`config.mk`:
```
export PLATFORM = sky130hd
export DESIGN_NAME = gmb_ctrl
export DESIGN_NICKNAME = d
export VERILOG_FILES = /design/src/design/gmb_pkg.sv /design/src/design/gmb_ctrl.sv
export SDC_FILE = /design/constraint.sdc
export NUM_CORES = 1
export LEC_CHECK = 0
export BUFFER_PORTS_ARGS = -buffer_cell sky130_fd_sc_hd__clkbuf_2
export CAP_MARGIN = 30
export CORE_MARGIN = 5
export CORE_UTILIZATION = 50
export DETAILED_ROUTE_END_ITERATION = 16
export PLACE_DENSITY_LB_ADDON = 0.2
export SYNTH_ARGS = -nofsm -noshare
export SYNTH_HDL_FRONTEND = slang
export SYNTH_SLANG_ARGS = --single-unit
```
`constraint.sdc`:
```
create_clock -name clk_i -period 3.2 [get_ports clk_i]
set_clock_uncertainty 0.05 [all_clocks]
set_input_delay 0 -clock clk_i [delete_from_list [all_inputs] [get_ports clk_i]]
set_output_delay 0 -clock clk_i [all_outputs]
set_load 0.01 [all_outputs]
```
`src/design/gmb_pkg.sv`:
```
// ----------------------------------------------------------------------------
// gmb_pkg
// Shared types, codes and helpers for the grid maze backtracker.
// ----------------------------------------------------------------------------
`timescale 1ns / 1ps
`default_nettype none

package gmb_pkg;

  localparam int MaxSide = 32;
  localparam int SideW   = $clog2(MaxSide);
  localparam int CfgW    = 6;
  localparam int Cells   = MaxSide * MaxSide;
  localparam int CellW   = $clog2(Cells);
  localparam int LevelW  = CellW + 1;
  localparam int CellDw  = 5;   // visited bit over four open-wall bits

  localparam logic [CfgW-1:0] SideReset = CfgW'(20);

  localparam logic [1:0] DIR_N = 2'd0;
  localparam logic [1:0] DIR_E = 2'd1;
  localparam logic [1:0] DIR_S = 2'd2;
  localparam logic [1:0] DIR_W = 2'd3;

  typedef enum logic [1:0] {
    KIND_START = 2'd0,
    KIND_STEP  = 2'd1,
    KIND_READ  = 2'd2,
    KIND_NONE  = 2'd3
  } kind_e;

  typedef enum logic [3:0] {
    ST_INIT_CLR,
    ST_IDLE,
    ST_DISPATCH,
    ST_START_CLR,
    ST_START,
    ST_LOOK,
    ST_DECIDE,
    ST_POP,
    ST_CARVE,
    ST_READ,
    ST_RESP
  } state_e;

  typedef enum logic [1:0] {
    RD_NB,
    RD_CUR,
    RD_POS
  } rd_sel_e;

  typedef enum logic [2:0] {
    WR_NONE,
    WR_CLEAR,
    WR_START,
    WR_CUR,
    WR_NB
  } wr_sel_e;

  typedef struct packed {
    logic       latch_in;
    rd_sel_e    rd_sel;
    logic [1:0] rd_dir;
    logic       cap_en;
    logic [1:0] cap_dir;
    wr_sel_e    wr_sel;
    logic       clr_step;
    logic       start_init;
    logic       pop;
    logic       pop_load;
    logic       push;
    logic       carve_move;
    logic       set_rej;
    logic       load_walls;
    logic       load_out;
  } cmd_t;

  typedef struct packed {
    kind_e kind;
    logic  pos_ok;
    logic  finished;
    logic  any_free;
    logic  dir_free;
    logic  last_pop;
    logic  clr_last;
    logic  out_free;
  } sts_t;

  typedef struct packed {
    logic             ok;
    logic [SideW-1:0] col;
    logic [SideW-1:0] row;
  } nb_t;

  function automatic logic [CfgW-1:0] eff_side(input logic [CfgW-1:0] v);
    logic [CfgW-1:0] r;
    r = v;
    if (v == '0) r = CfgW'(1);
    else if (v > CfgW'(MaxSide)) r = CfgW'(MaxSide);
    return r;
  endfunction

  // neighbour of a cell; ok is low when it falls outside the grid
  function automatic nb_t nb_of(input logic [SideW-1:0] c, input logic [SideW-1:0] r,
                                input logic [CfgW-1:0] w, input logic [CfgW-1:0] h,
                                input logic [1:0] d);
    logic [CfgW-1:0] nc;
    logic [CfgW-1:0] nr;
    nb_t             n;
    nc   = CfgW'(c);
    nr   = CfgW'(r);
    n.ok = 1'b1;
    case (d)
      DIR_N: begin
        if (r == '0) n.ok = 1'b0;
        else nr = nr - CfgW'(1);
      end
      DIR_E: nc = nc + CfgW'(1);
      DIR_S: nr = nr + CfgW'(1);
      default: begin
        if (c == '0) n.ok = 1'b0;
        else nc = nc - CfgW'(1);
      end
    endcase
    if (nc >= w || nr >= h) n.ok = 1'b0;
    n.col = nc[SideW-1:0];
    n.row = nr[SideW-1:0];
    return n;
  endfunction

endpackage

`default_nettype wire

```
`src/design/gmb_ctrl.sv`:
```
// ----------------------------------------------------------------------------
// gmb_ctrl
// Sequencer: clearing sweeps, neighbour look-up, pop / carve decisions.
// ----------------------------------------------------------------------------
`timescale 1ns / 1ps
`default_nettype none

module gmb_ctrl (
  input  wire logic          clk_i,
  input  wire logic          rst_ni,
  input  wire logic          in_valid_i,
  output logic               in_ready_o,
  input  wire gmb_pkg::sts_t sts_i,
  output gmb_pkg::cmd_t      cmd_o
);
  import gmb_pkg::*;

  state_e     state_q, state_d;
  logic [2:0] look_q, look_d;

  always_ff @(posedge clk_i or negedge rst_ni) begin
    if (!rst_ni) begin
      state_q <= ST_INIT_CLR;
      look_q  <= '0;
    end else begin
      state_q <= state_d;
      look_q  <= look_d;
    end
  end

  always_comb begin
    state_d    = state_q;
    look_d     = look_q;
    cmd_o      = '0;
    in_ready_o = 1'b0;
    case (state_q)
      ST_INIT_CLR: begin
        cmd_o.wr_sel   = WR_CLEAR;
        cmd_o.clr_step = 1'b1;
        if (sts_i.clr_last) state_d = ST_IDLE;
      end
      ST_IDLE: begin
        in_ready_o = 1'b1;
        if (in_valid_i) begin
          cmd_o.latch_in = 1'b1;
          state_d        = ST_DISPATCH;
        end
      end
      ST_DISPATCH: begin
        case (sts_i.kind)
          KIND_START: begin
            if (!sts_i.pos_ok) begin
              cmd_o.set_rej = 1'b1;
              state_d       = ST_RESP;
            end else begin
              state_d = ST_START_CLR;
            end
          end
          KIND_STEP: begin
            look_d  = '0;
            state_d = sts_i.finished ? ST_RESP : ST_LOOK;
          end
          KIND_READ: begin
            if (!sts_i.pos_ok) begin
              cmd_o.set_rej = 1'b1;
              state_d       = ST_RESP;
            end else begin
              cmd_o.rd_sel = RD_POS;
              state_d      = ST_READ;
            end
          end
          default: state_d = ST_RESP;
        endcase
      end
      ST_START_CLR: begin
        cmd_o.wr_sel   = WR_CLEAR;
        cmd_o.clr_step = 1'b1;
        if (sts_i.clr_last) state_d = ST_START;
      end
      ST_START: begin
        cmd_o.wr_sel     = WR_START;
        cmd_o.start_init = 1'b1;
        state_d          = ST_RESP;
      end
      ST_LOOK: begin
        // issue one neighbour read a cycle, capture the one issued before
        cmd_o.rd_sel  = (look_q == 3'd4) ? RD_CUR : RD_NB;
        cmd_o.rd_dir  = look_q[1:0];
        cmd_o.cap_en  = (look_q != 3'd0);
        cmd_o.cap_dir = look_q[1:0] - 2'd1;
        if (look_q == 3'd4) state_d = ST_DECIDE;
        else look_d = look_q + 3'd1;
      end
      ST_DECIDE: begin
        if (!sts_i.any_free) begin
          cmd_o.pop = 1'b1;
          state_d   = sts_i.last_pop ? ST_RESP : ST_POP;
        end else if (sts_i.dir_free) begin
          cmd_o.wr_sel = WR_CUR;
          cmd_o.push   = 1'b1;
          state_d      = ST_CARVE;
        end else begin
          state_d = ST_RESP;
        end
      end
      ST_POP: begin
        cmd_o.pop_load = 1'b1;
        state_d        = ST_RESP;
      end
      ST_CARVE: begin
        cmd_o.wr_sel     = WR_NB;
        cmd_o.carve_move = 1'b1;
        state_d          = ST_RESP;
      end
      ST_READ: begin
        cmd_o.load_walls = 1'b1;
        state_d          = ST_RESP;
      end
      ST_RESP: begin
        if (sts_i.out_free) begin
          cmd_o.load_out = 1'b1;
          state_d        = ST_IDLE;
        end
      end
      default: state_d = ST_IDLE;
    endcase
  end

endmodule

`default_nettype wire

```
==> flow_metrics.env <==
export IMPL_ys_types=42
export IMPL_grt_start_max_net_pins=20
export IMPL_worst_setup_path_type="reg2reg"
export IMPL_synth_top_area_cell="dfrtp_1"
export IMPL_setup_viol_count_final=0
export IMPL_path_max_fanout=19
export IMPL_final_layout_size_suffix_gt1_share_pct=33.8
export IMPL_cts_buffer_depth=2
export IMPL_p_seq_share_pct=31.0
export IMPL_post_cts_resized=0
export IMPL_cts_root_buf="clkbuf_4"
export IMPL_rows=14
export IMPL_totalWireLength_um=1840
export IMPL_p_leak_nw=0.484
export IMPL_post_route_period_util_pct=67.3
export IMPL_grt_pass1_vias=736
export IMPL_maxCapViolations=0
export IMPL_hold_viol_final=0
export IMPL_powerDensity_nw_per_um2=754
export IMPL_ios=33
export IMPL_slowest_stage="dfrtp_1"
export IMPL_worstMarginPinSlew_ns=0.557
export IMPL_avgSynthCellArea_um2=7.68
export IMPL_cp_top_family="flip-flops"
export IMPL_grt_usage_pct=15.9
export IMPL_grt_overflow_total=0
export IMPL_syn_nets=116
export IMPL_syn2layout_area_growth_pct=20.8
export IMPL_worstHoldPathCells=3
export IMPL_tritoncts="yes"
export IMPL_h_tree_depth=1
export IMPL_netlist_area_um2=783
export IMPL_post_cts_buffers=0
export IMPL_hold_path_class="in2reg"
export IMPL_diodes=0
export IMPL_port_buffers=32
export IMPL_final_min_clock_period_ns=2.15
export IMPL_dp_final_hpwl_um=1460
export IMPL_ys_warn_count=0
export IMPL_rsz0062_at_grt="false"
export IMPL_clock_power_share_pct=11.2
export IMPL_synthCells=102
export IMPL_final_cells=146
export IMPL_first_iter_violations=22
export IMPL_setup_ws_ns=1.05
export IMPL_arrival_ns=2.24
export IMPL_dp_cells=141
export IMPL_cts_num_sinks=7
export IMPL_cp_depth=4
export IMPL_route_met3_wl_um=182
export IMPL_worst_path_buf_inv=0
export IMPL_swShare_pct=48.0
export IMPL_p_int_mw=0.371
export IMPL_synth_area_leaders="dfrtp_1, nor2_1, nor3_1, a21oi_1, ha_1"
export IMPL_vias_per_cell=5.68
export IMPL_antenna_found_initial=0
export IMPL_timing_setup_tns_ns=0
export IMPL_vdd_drop_max_mv=0.409
export IMPL_cpPeakStageDelay_ns=0.67
export IMPL_die_width_um=49.6
export IMPL_dr_wl_met2_um=837
export IMPL_pwr_share_comb_pct=57.7
export IMPL_numCtsBuffers=3
export IMPL_fin_total_pwr_mw=0.713
export IMPL_max_freq_ghz=0.464
export IMPL_start_util_pct=52.6
export IMPL_globalplace_congestion=0.779
export IMPL_routedWlPerCell_um=12.6
export IMPL_pre_cts_slack_ns=1.08
export IMPL_wl_met1_um=822
export IMPL_firstDrtPassIters=5
export IMPL_ant_nets=0
export IMPL_status="complete, no violations"
export IMPL_fin_nets=145
export IMPL_core_um2=1490
export IMPL_design_die_area_um2=2460
export IMPL_dr_max_layer_used="met3"
export IMPL_clk_latency_ns=0.25
export IMPL_maxSlewHeadroom_pct=62.9
export IMPL_crit_chain="nand4bb_1, a21oi_4, a2111oi_2, mux2_2"
export IMPL_drc=0
export IMPL_synth_top_area_share_pct=22.4
export IMPL_grt_first_pass_wirelength_um=3220
export IMPL_end_kind="flip-flop"
export IMPL_yosysSeqAreaShare_pct=22.4
export IMPL_required_ns=3.29
export IMPL_final_util_pct=63.5
export IMPL_die_h_um=49.6
export IMPL_synth_seq_cells=7
export IMPL_slew_viol_final=0
export IMPL_cp_start_kind="flip-flop"
export IMPL_rr_worst_depth=4
export IMPL_clkTransAtPathRegs_ns=0.05
export IMPL_switchingPower_mw=0.343
export IMPL_vias=829
==> cells in the mapped netlist, drive strengths merged <==
| cell | number |
|---|---|
| a21oi | 6 |
| a31o | 1 |
| a41o | 1 |
| nor3b | 4 |
| or4 | 1 |
| nor3 | 8 |
| nand3 | 1 |
| dfrtp | 7 |
| nand4bb | 1 |
| and3 | 1 |
| o21ai | 3 |
| a2111oi | 1 |
| nor2 | 16 |
| o21ba | 1 |
| nor4bb | 1 |
| xnor2 | 1 |
| nor2b | 3 |
| ha | 2 |
| a211oi | 2 |
| or4b | 1 |
| mux2 | 2 |
| nor4 | 3 |
| o22ai | 1 |
| or2b | 1 |
| buf | 4 |
| clkbuf | 5 |
| a31oi | 1 |
| mux2i | 1 |
| nand2 | 6 |
| xor2 | 1 |
| o211a | 1 |
| o31ai | 1 |
| nand2b | 4 |
| inv | 6 |
| and4b | 2 |
| or2 | 1 |
==> through the flow <==
stage | area, um^2 | hold WS [ns]
finish | 946 | 0.0337
global route | 946 | 0.0693
global placement | 910 | -0.206
floorplan | 783 | -0.346
detailed placement | 910 | -0.207
CTS | 946 | 0.0390
==> cell families after synthesis <==
| logic type | after synthesis | synth area share, % |
|---|---|---|
| AO/OA/AOI/OAI | 19 | 18.5 |
| adder cells (fa/ha/maj) | 2 | 3.19 |
| multiplexers | 3 | 4.63 |
| AND/OR/NAND/NOR | 54 | 39.3 |
| buffers and inverters | 15 | 9.74 |
| flip-flops | 7 | 22.4 |
| XOR/XNOR | 2 | 2.24 |
==> flip-flops by register name, indices dropped and copies added, names as in the netlist <==
| signal | count |
|---|---|
| state_q | 4 |
| look_q | 3 |
==> power by group through the flow <==
stage                     logic (mW)  registers (mW)  clock network, mW
after floorplan                0.402           0.137                  0
after global placement         0.409           0.217                  0
after detailed placement       0.410           0.220                  0
after CTS                      0.413           0.218             0.0833
after global routing           0.455           0.233             0.0912
final                          0.412           0.221             0.0800
==> cell type report <==
class | instances | area, um^2
Fill cell | 136 | 543
Clock buffer | 4 | 26.3
Multi-Input combinational cell | 80 | 532
Tap cell | 16 | 20.0
Inverter | 6 | 22.5
Timing Repair Buffer | 33 | 170
Sequential cell | 7 | 175
==> placed cells by master (no fill, tap or decap), types with 2 or more instances in the layout <==
cell and instances:
nor2_1 16, and4b_1 2, nor4_1 3, nor3_1 8
nor3b_1 3, clkbuf_4 3, ha_1 2, clkbuf_2 32
o21ai_0 3, nand2b_1 4, a21oi_1 5, nand2_1 6
inv_1 6, nor2b_1 3, dfrtp_1 7, a211oi_1 2
==> final timing paths <==
| path | slack [ns] | from | end |
|---|---|---|---|
| max | 1.05 | state_q[1] | state_q[0] |
| min | 0.03 | sts_i[8] | look_q[2] |
| max in group asynchronous | 2.87 | rst_ni | look_q[1] |
| max reg2reg | 1.05 | state_q[1] | state_q[0] |
| min in group asynchronous | 0.07 | rst_ni | state_q[2] |
| min reg2reg | 0.55 | look_q[1] | look_q[1] |
==> layer usage <==
layer  GRT usage (%)  up-vias
li1                -      422
met1            22.1      371
met2            23.1       36
met3            6.93        0
met4            2.62        0
met5               0        -
==> repair_timing <==
action	in CTS	in global routing
endpoints found under the hold margin	7	0
endpoints found under the setup margin	0	0
hold buffers	1	0
==> worst reg2reg max path: cells and delay by family (launching register included) <==
kind            cells  cell delay [ns]
flops               1             0.67
compound gates      2             0.54
simple gates        1             0.39
mux                 1             0.38
Power figures use the tool's default switching activity.
